### src/sv/u8d_pkg.sv
// u8d_pkg: shared types and constants for the utf-8 decoder
// no dependencies; used by the interfaces, u8d_step and utf8_decoder
`timescale 1ns / 1ps

package u8d_pkg;

    localparam int unsigned CP_W = 21;

    // sequence length codes, counted in continuation bytes
    localparam logic [1:0] C_LEN_NONE  = 2'd0;
    localparam logic [1:0] C_LEN_2BYTE = 2'd1;
    localparam logic [1:0] C_LEN_3BYTE = 2'd2;
    localparam logic [1:0] C_LEN_4BYTE = 2'd3;

    localparam logic [CP_W-1:0] C_REPLACEMENT = 21'h00FFFD;
    localparam logic [CP_W-1:0] C_MIN_2BYTE   = 21'h000080;
    localparam logic [CP_W-1:0] C_MIN_3BYTE   = 21'h000800;
    localparam logic [CP_W-1:0] C_MIN_4BYTE   = 21'h010000;
    localparam logic [CP_W-1:0] C_SURR_LO     = 21'h00D800;
    localparam logic [CP_W-1:0] C_SURR_END    = 21'h00E000;
    localparam logic [CP_W-1:0] C_CP_END      = 21'h110000;

    typedef struct packed {
        logic [1:0]      pending_count;
        logic [1:0]      sequence_length;
        logic [CP_W-1:0] partial_value;
    } t_dec_state;

    typedef struct packed {
        logic            valid;
        logic [CP_W-1:0] code_point;
        logic            bad_sequence;
    } t_dec_result;

endpackage

### src/sv/u8d_if.sv
// u8d_if: valid/ready channel interfaces for the utf-8 decoder
// depends on u8d_pkg
`timescale 1ns / 1ps

interface u8d_byte_if;
    logic       valid;
    logic       ready;
    logic [7:0] in_byte;

    modport source (output valid, output in_byte, input ready);
    modport sink   (input valid, input in_byte, output ready);
endinterface

interface u8d_cp_if;
    logic                      valid;
    logic                      ready;
    logic [u8d_pkg::CP_W-1:0]  code_point;
    logic                      bad_sequence;

    modport source (output valid, output code_point, output bad_sequence, input ready);
    modport sink   (input valid, input code_point, input bad_sequence, output ready);
endinterface

### src/sv/u8d_step.sv
// u8d_step: one-byte decode step, current state and byte in, next state and result out
// depends on u8d_pkg
`timescale 1ns / 1ps

module u8d_step (
    input  u8d_pkg::t_dec_state  i_state,
    input  logic [7:0]           i_byte,
    output u8d_pkg::t_dec_state  o_state,
    output u8d_pkg::t_dec_result o_result
);

    localparam u8d_pkg::t_dec_state C_IDLE = '{
        pending_count:   2'd0,
        sequence_length: u8d_pkg::C_LEN_NONE,
        partial_value:   '0
    };

    logic [u8d_pkg::CP_W-1:0] w_shifted;
    logic [1:0]               w_pending;
    logic                     w_value_ok;

    assign w_shifted = {i_state.partial_value[u8d_pkg::CP_W-7:0], i_byte[5:0]};
    assign w_pending = i_state.pending_count - 2'd1;

    // range, overlong and surrogate checks on the finished value
    always_comb begin
        unique case (i_state.sequence_length)
            u8d_pkg::C_LEN_2BYTE: w_value_ok = (w_shifted >= u8d_pkg::C_MIN_2BYTE);
            u8d_pkg::C_LEN_3BYTE: w_value_ok = (w_shifted >= u8d_pkg::C_MIN_3BYTE)
                && ((w_shifted < u8d_pkg::C_SURR_LO) || (w_shifted >= u8d_pkg::C_SURR_END));
            u8d_pkg::C_LEN_4BYTE: w_value_ok = (w_shifted >= u8d_pkg::C_MIN_4BYTE)
                && (w_shifted < u8d_pkg::C_CP_END);
            default:              w_value_ok = 1'b0;
        endcase
    end

    always_comb begin
        o_state               = i_state;
        o_result.valid        = 1'b0;
        o_result.code_point   = u8d_pkg::C_REPLACEMENT;
        o_result.bad_sequence = 1'b1;
        if (i_state.pending_count == 2'd0) begin
            if (i_byte[7] == 1'b0) begin
                o_result.valid        = 1'b1;
                o_result.code_point   = {13'd0, i_byte};
                o_result.bad_sequence = 1'b0;
            end else if (i_byte[7:5] == 3'b110) begin
                o_state.sequence_length = u8d_pkg::C_LEN_2BYTE;
                o_state.pending_count   = u8d_pkg::C_LEN_2BYTE;
                o_state.partial_value   = {16'd0, i_byte[4:0]};
            end else if (i_byte[7:4] == 4'b1110) begin
                o_state.sequence_length = u8d_pkg::C_LEN_3BYTE;
                o_state.pending_count   = u8d_pkg::C_LEN_3BYTE;
                o_state.partial_value   = {17'd0, i_byte[3:0]};
            end else if (i_byte[7:3] == 5'b11110) begin
                o_state.sequence_length = u8d_pkg::C_LEN_4BYTE;
                o_state.pending_count   = u8d_pkg::C_LEN_4BYTE;
                o_state.partial_value   = {18'd0, i_byte[2:0]};
            end else begin
                o_result.valid = 1'b1;
            end
        end else if (i_byte[7:6] != 2'b10) begin
            // broken sequence: drop it and swallow this byte
            o_state        = C_IDLE;
            o_result.valid = 1'b1;
        end else if (w_pending != 2'd0) begin
            o_state.pending_count = w_pending;
            o_state.partial_value = w_shifted;
        end else begin
            o_state        = C_IDLE;
            o_result.valid = 1'b1;
            if (w_value_ok) begin
                o_result.code_point   = w_shifted;
                o_result.bad_sequence = 1'b0;
            end
        end
    end

endmodule

### src/sv/utf8_decoder.sv
// utf8_decoder: streaming utf-8 to code point decoder, one byte per transaction
// throughput: one byte per cycle while the result register is free or o_cp.ready is high
// the byte path runs input register -> u8d_step -> result register
// bytes that only open or extend a sequence give no output transaction
// reset (i_rst_n low, synchronous) empties both registers and closes any open sequence
// depends on u8d_pkg, u8d_if and u8d_step
`timescale 1ns / 1ps

module utf8_decoder (
    input  logic           i_clk,
    input  logic           i_rst_n,
    u8d_byte_if.sink       i_byte,
    u8d_cp_if.source       o_cp
);

    logic                     r_in_valid;
    logic [7:0]               r_in_byte;
    u8d_pkg::t_dec_state      r_state;
    u8d_pkg::t_dec_state      n_state;
    u8d_pkg::t_dec_result     w_result;
    logic                     r_out_valid;
    logic [u8d_pkg::CP_W-1:0] r_out_cp;
    logic                     r_out_bad;
    logic                     w_out_free;
    logic                     w_adv;

    u8d_step u_step (
        .i_state  (r_state),
        .i_byte   (r_in_byte),
        .o_state  (n_state),
        .o_result (w_result)
    );

    assign w_out_free   = !r_out_valid || o_cp.ready;
    assign w_adv        = r_in_valid && w_out_free;
    assign i_byte.ready = !r_in_valid || w_adv;

    assign o_cp.valid        = r_out_valid;
    assign o_cp.code_point   = r_out_cp;
    assign o_cp.bad_sequence = r_out_bad;

    always_ff @(posedge i_clk) begin
        if (!i_rst_n) begin
            r_in_valid  <= 1'b0;
            r_out_valid <= 1'b0;
            r_state     <= '0;
        end else begin
            if (i_byte.ready) begin
                r_in_valid <= i_byte.valid;
            end
            if (w_adv) begin
                r_state <= n_state;
            end
            if (w_out_free) begin
                r_out_valid <= w_adv && w_result.valid;
            end
        end
    end

    always_ff @(posedge i_clk) begin
        if (i_byte.ready && i_byte.valid) begin
            r_in_byte <= i_byte.in_byte;
        end
        if (w_adv && w_result.valid) begin
            r_out_cp  <= w_result.code_point;
            r_out_bad <= w_result.bad_sequence;
        end
    end

    // idle decoder holds no leftover payload
    a_idle_clean: assert property (@(posedge i_clk) disable iff (!i_rst_n)
        r_state.pending_count == 2'd0 |->
            r_state.sequence_length == u8d_pkg::C_LEN_NONE && r_state.partial_value == '0)
        else $error("idle decoder state not cleared");

    a_pending_bound: assert property (@(posedge i_clk) disable iff (!i_rst_n)
        r_state.pending_count != 2'd0 |->
            r_state.sequence_length >= r_state.pending_count)
        else $error("more continuation bytes pending than sequence holds");

    a_bad_is_repl: assert property (@(posedge i_clk) disable iff (!i_rst_n)
        o_cp.valid && o_cp.bad_sequence |-> o_cp.code_point == u8d_pkg::C_REPLACEMENT)
        else $error("error result without replacement character");

    a_good_scalar: assert property (@(posedge i_clk) disable iff (!i_rst_n)
        o_cp.valid && !o_cp.bad_sequence |->
            o_cp.code_point < u8d_pkg::C_CP_END
            && (o_cp.code_point < u8d_pkg::C_SURR_LO || o_cp.code_point >= u8d_pkg::C_SURR_END))
        else $error("good result is not a unicode scalar value");

    // a sequence can only advance when a transaction is taken from the input register
    a_state_hold: assert property (@(posedge i_clk) disable iff (!i_rst_n)
        !w_adv |=> $stable(r_state))
        else $error("decoder state changed without a transaction");

endmodule

### src/flat_wrapper.sv
// flat-port wrapper written by rule: the top's interface ports become plain ports
module utf8_decoder_flat 
  (i_clk, i_rst_n, i_byte_valid, i_byte_in_byte, i_byte_ready, o_cp_valid, o_cp_code_point, o_cp_bad_sequence, o_cp_ready);
  u8d_byte_if i_byte_i ();
  u8d_cp_if o_cp_i ();
  input  logic i_clk;
  input  logic i_rst_n;
  input wire logic [$bits(i_byte_i.valid)-1:0] i_byte_valid;
  input wire logic [$bits(i_byte_i.in_byte)-1:0] i_byte_in_byte;
  output wire logic [$bits(i_byte_i.ready)-1:0] i_byte_ready;
  output wire logic [$bits(o_cp_i.valid)-1:0] o_cp_valid;
  output wire logic [$bits(o_cp_i.code_point)-1:0] o_cp_code_point;
  output wire logic [$bits(o_cp_i.bad_sequence)-1:0] o_cp_bad_sequence;
  input wire logic [$bits(o_cp_i.ready)-1:0] o_cp_ready;
  assign i_byte_i.valid = i_byte_valid;
  assign i_byte_i.in_byte = i_byte_in_byte;
  assign i_byte_ready = i_byte_i.ready;
  assign o_cp_valid = o_cp_i.valid;
  assign o_cp_code_point = o_cp_i.code_point;
  assign o_cp_bad_sequence = o_cp_i.bad_sequence;
  assign o_cp_i.ready = o_cp_ready;
  utf8_decoder u_core (.i_clk(i_clk), .i_rst_n(i_rst_n), .i_byte(i_byte_i), .o_cp(o_cp_i));
endmodule
### config.mk
export PLATFORM = sky130hd
export DESIGN_NAME = utf8_decoder_flat
export DESIGN_NICKNAME = d
export VERILOG_FILES = /design/src/sv/u8d_pkg.sv /design/src/sv/u8d_if.sv /design/src/sv/u8d_step.sv /design/src/sv/utf8_decoder.sv /design/src/flat_wrapper.sv
export SDC_FILE = /design/constraint.sdc
export NUM_CORES = 1
export LEC_CHECK = 0
export ABC_AREA = 1
export BUFFER_PORTS_ARGS = -buffer_cell sky130_fd_sc_hd__buf_2
export CAP_MARGIN = 20
export CORE_MARGIN = 5
export CORE_UTILIZATION = 45
export DETAILED_ROUTE_END_ITERATION = 7
export PLACE_DENSITY = 0.66
export RECOVER_POWER = 50
export SKIP_CTS_REPAIR_TIMING = 1
export SYNTH_ARGS = -nofsm -noshare
export SYNTH_HDL_FRONTEND = slang
export SYNTH_SLANG_ARGS = --single-unit
### constraint.sdc
create_clock -name i_clk -period 2 [get_ports i_clk]
set_input_delay 0.4 -clock i_clk [delete_from_list [all_inputs] [get_ports i_clk]]
set_output_delay 0.4 -clock i_clk [all_outputs]
set_load 0.02 [all_outputs]
* After elaboration in Yosys (flattened, before gate mapping)
Index checks and enable logic that the tools add are counted.
** Storage, ports and cells
- Register bits after elaboration :: 51
- Input bits :: 12
- Output and inout port bits :: 24
** Cells by class
- Add/sub/neg operators :: 1
- $lt $le $gt $ge :: 6
- Equality and inequality tests :: 10
- Multiplexer cells :: 20
- Reductions and logical operators :: 14
** Operator list (count)
- $mux W25 :: 6
- $mux W23 :: 2
- $mux W22 :: 2
- $ge A21 B12 Y1 const B :: 1
- $ge A21 B16 Y1 const B :: 1
- $ge A21 B17 Y1 const B :: 1
- $ge A21 B8 Y1 const B :: 1
- $lt A21 B16 Y1 const B :: 1
- $lt A21 B21 Y1 const B :: 1
- $mux W21 :: 1
- $mux W17 :: 1
- $eq A5 B5 Y1 const B :: 1
- $logic_and A1 B1 Y1 :: 5
- $mux W1 :: 5
- $eq A2 B2 Y1 const B :: 2
- $eq A4 B4 Y1 const B :: 1
- $mux W2 :: 2
- $ne A4 B1 Y1 const B :: 1
- $reduce_and A4 Y1 :: 1
- $eq A3 B3 Y1 const B :: 1
- $logic_or A1 B1 Y1 :: 3
- $ne A3 B3 Y1 const B :: 1
- $pmux W1 S3 :: 1
- $reduce_and A3 Y1 :: 1
- other kinds (7) :: 8

* Depth between registers and ports, before layout
- Depth after elaboration :: 9
- Mapped depth :: 11
- Gate-level depth less buffers :: 10

* Cells and area by module
From an unflattened synthesis, not the netlist that was laid out.
** Unflattened totals
- Cells, all modules :: 378
- Area total of the unflattened synthesis :: 3168.0 um^2
** By module, submodules not included
- utf8_decoder :: instances 1, cells each 210, area an instance 2180.8 um^2, sequential area each 1441.4 um^2
- u8d_step :: instances 1, cells each 168, area an instance 987.2 um^2, sequential area each 0.0 um^2

* Worst setup path before layout
OpenSTA, ideal clock, no wires.
- Path kind :: register to register
- From :: register u_core.r_state[23] (netlist bit)
- To :: register u_core.r_out_bad, in the netlist u_core.o_cp.bad_sequence (enable)
- Library setup time :: 0.377 ns
- Arrival :: 1.438 ns
- Data required time :: 1.623 ns
- Path slack :: 0.185 ns
- Cell stages (with the launch flop) :: 9
- Path through :: dfxtp_1 inv_1 ha_1 inv_2 nand3_2 nor2_1 inv_1 nand3_1 inv_1
** On the way
- Cells in the longest elaborated chain, start to end :: 6
- Elaborated cells on any way between the ends :: 7
- Those cells by class :: add/sub (1); mux (3); reduce/logical (3)
** Ends and longest elaborated chain
- from (decl) :: RTL line utf8_decoder.sv:18 : u8d_pkg::t_dec_state r_state;
- from (signal assigned) :: RTL line utf8_decoder.sv:52 : r_state <= n_state;
- $sub A2 B1 Y2 :: RTL line u8d_step.sv:23 : assign w_pending = i_state.pending_count - 2'd1;
- $reduce_bool A2 Y1 :: RTL line u8d_step.sv:66 : end else if (w_pending != 2'd0) begin
- $mux W23 :: RTL line u8d_step.sv:66
- $mux W1 :: RTL line u8d_step.sv:62 : end else if (i_byte[7:6] != 2'b10) begin
- $mux W23 (*) :: RTL line u8d_step.sv:42 : if (i_state.pending_count == 2'd0) begin
- $logic_and A1 B1 Y1 (*) :: RTL line utf8_decoder.sv:64 : if (w_adv && w_result.valid) begin
- to (signal assigned) :: RTL line utf8_decoder.sv:66 : r_out_bad <= w_result.bad_sequence;
- to (decl) :: RTL line utf8_decoder.sv:23 : logic r_out_bad;
Mark *: on every way between the ends. The rest lies on a longest branch, timed or not.
A chain may end at the register's enable or synchronous reset.

==> metrics.md <==
| Metric | Value |
|---|---|
| R2r worst-path depth | 10 |
| Yosys warning count | 0 |
| Type of destination of the critical path | register |
| Die area | 0.006631 mm^2 |
| Synth-to-Final Area Change | 13.62% |
| Most frequent cells in the layout | nand2_1, inv_1, edfxtp_1 |
| Largest net degree at the start of global routing | 23 |
| Antenna violations before repair | 0 |
| Total core area | about 0.0050 mm^2 |
| Number of global-route vias before repair | 1585 |
| Fraction of the cycle the final worst path needs | 0.8882 |
| Headroom to the max-slew limit | 0.6918 |
| Number of buffers added by the clock tree synthesis step | 5 |
| Most area-hungry cell type in the Yosys netlist | edfxtp_1 |
| Layout cells sized above 1 | 0.2105 |
| Synthesized area per cell | about 9.4 um^2 |
| Overall fraction of global-route tracks in use | 0.1376 |
| Antenna Cells | 0 |
| Critical path class | reg -> reg |
| Count of final hold-check violations | 0 |
| Count of flip-flops with a built-in enable after synthesis | 30 |
| Post-DR wirelength/cell | roughly 11 um |
| Via density per instance | 4.580 |
| Sequential fraction of the synthesis area | 0.5755 |
| Critical R2R Launch | u_core.r_state[23] |
| DIE WIDTH | 81.43 um |
| Clock latency at the later pin of the worst-skew pair | around 0.30 ns |
| Critical Path AT | 1.83 ns |
| Synth Flop Type | edfxtp_1 |
| Worst-path fanout max | 15 |
| Final period demand of the worst path | 1.776 ns |
| Routed Wire Length | about 4000 um |
| Synthesized flop and latch total | 51 |
| Worst Setup Start Kind | register |
| Number of fillers in the final layout | 486 |
| Worst clock skew | 0.01142 ns |
| Number of max-slew violations in the final report | 0 |
| FMAX | 0.5629 GHz |
| RSZ-0062 raised after global routing | no |
| Initial DRT Pass Iterations | 4 |
| Transition at the pin with the smallest max-transition slack | 0.4612 ns |
| Path type of the worst min-delay path | in -> reg |
| Share of flip-flops with an asynchronous set or reset after synthesis | 0 |
| Cells after synthesis | 244 |
| IO Pins | 36 |
| Global-route wire length before repair | 6955 um |
| Clock tree buffer depth | 2 |
| Post-detailed-route count of antenna-violating nets | 0 |
| Final weighted congestion in routability-driven placement | 0.8703 |
| Initial drt markers | between 100 and 150 |
| Post-Route Setup TNS | 0 ns |
| # nets final | 298 |
| Clock transition at the registers of the reported paths | 0.09 ns |
| Routed via count | 1626 |
| Capturing instance or port of the critical path | u_core.o_cp.code_point[10] |
| Reported leakage power | around 1.0 nW |
| Portion of synthesized cell area occupied by the leading cell type | 0.3924 |
| Number of nets in the synthesized netlist | 258 |
| Post-DP Area | 0.002534 mm^2 |
| Post-Layout Inst Area | 0.002609 mm^2 |
| Netlist area before placement | 0.002296 mm^2 |
| Buffers added on ports | 35 |
| Worst reg-to-reg setup slack | 0.22 ns |
| Areal power density over the cells | 814.3 mW/mm^2 |
| CTS sink count | between 50 and 60 |
| Unique cell type count in the Yosys netlist | 25 |
| Worst vdd rail ir drop | 0.4198 mV |
| Initial standard-cell utilization of the core | 0.4553 |
| Number of remaining DRC errors | 0 |
| Status | complete, no violations |
| TritonCTS clock tree | done |
| Required time of the critical path | roughly 2 ns |
| Max Cap Viol | 0 |
| First element of the critical path | u_core.r_state[23] |
| CTS Root Buffer Type | clkbuf_8 |
| Post-DP HPWL | around 2900 um |
| H-tree levels | 2 |
| Total congestion overflow | 0 |
| Final setup fails | 0 |
| Number of placement rows | 26 |
| End of the worst register-to-register path | u_core.o_cp.code_point[10] |
| Cell types with the largest area share after synthesis | edfxtp_1, dfxtp_1, nand2_1 |
| Most frequent standard cell in the layout excluding fill and tap cells | nand2_1 |
| Height of the chip | 81.43 um |
per-stage QoR:
stage | setup slack (ns) | std cells | util | total power, W | hold slack (ns)
after detailed placement | 0.1975 | 347 | 0.5025 | 0.001454 | 0.4797
after global routing | 0.03701 | 355 | 0.5174 | 0.002229 | 0.2506
after global placement | 0.2441 | 347 | 0.5025 | 0.001452 | 0.4731
final | 0.2235 | 355 | 0.5174 | 0.002124 | 0.2699
after CTS | 0.1993 | 355 | 0.5246 | 0.002157 | 0.2617
after floorplan | 0.1854 | 244 | - | 0.001390 | 0.4555
worst min path at each step:
stage | depth (start not counted) | to | slack (ns) | from
after floorplan | 2 | u_core.r_state[24] | 0.46 | u_core.r_state[24]
after global placement | 2 | u_core.r_state[24] | 0.47 | u_core.r_state[24]
after detailed placement | 2 | u_core.r_state[0] | 0.48 | u_core.r_state[0]
after CTS | 1 | u_core.r_in_byte[3] | 0.26 | i_byte_in_byte[3]
after global routing | 1 | u_core.r_in_byte[4] | 0.25 | i_byte_in_byte[4]
final | 1 | u_core.r_in_byte[0] | 0.27 | i_byte_in_byte[0]
cells by family (layout without fill, tap and decap cells):
logic type	after synthesis	after routing	synth area share
simple gates	119	119	0.2436
fa+ha+maj	2	2	0.01090
compound gates	30	30	0.08502
buf+inv	42	83	0.08501
flops	51	51	0.5755
cells in the mapped netlist (4+ instances only):
| library cell | count |
|---|---|
| inv_2 | 4 |
| dfxtp_1 | 21 |
| inv_1 | 30 |
| edfxtp_1 | 30 |
| nand2_1 | 50 |
| a21oi_1 | 12 |
| nand2_2 | 18 |
| o21ai_0 | 8 |
| nand3_1 | 22 |
| a21oi_2 | 9 |
| nor2_1 | 22 |
flip-flops by register name, indices dropped and copies added, names as in the netlist:
register and count:
u_core.r_in_valid 1, u_core.o_cp.valid 1, u_core.r_in_byte 8, u_core.o_cp.code_point 21, u_core.r_state 19, u_core.o_cp.bad_sequence 1
metal layers:
| layer | vias to the layer above | wire length [um] | global-route usage |
|---|---|---|---|
| met5 | - | 0 | 0 |
| met3 | 6 | 180 | 0.03289 |
| li1 | 864 | - | - |
| met1 | 723 | 1834 | 0.1657 |
| met2 | 33 | 1898 | 0.2427 |
| met4 | 0 | 48 | 0.04054 |
report_power, final:
| part | leakage [nW] | internal (W) | switching, W |
|---|---|---|---|
| clock | 0.0558 | 0.000378 | 0.000326 |
| sequential | 0.447 | 0.00117 | 0.0000207 |
| combinational | 0.522 | 0.0000678 | 0.000165 |
| total | 1.03 | 0.00161 | 0.000512 |
critical path: stages, from the launching register on:
cell	delay, ns
dfxtp_1	0.36
inv_1	0.06
ha_1	0.26
inv_2	0.08
nand3_2	0.09
nor2_1	0.11
nand2_1	0.09
nor2_4	0.11
nand2_4	0.09
nand2_4	0.20
nand2_2	0.08
layout make-up:
| class | instances | area [um^2] | area share |
|---|---|---|---|
| Clock inverter | 2 | 38.79 | 0.01487 |
| Inverter | 35 | 132.6 | 0.05084 |
| Multi-Input combinational cell | 151 | 773.2 | 0.2964 |
| Timing Repair Buffer | 40 | 182.7 | 0.07002 |
| Tap cell | 70 | 87.58 | 0.03357 |
| Clock buffer | 6 | 72.57 | 0.02782 |
| Sequential cell | 51 | 1321 | 0.5065 |
(Power assumes the default switching activity.)
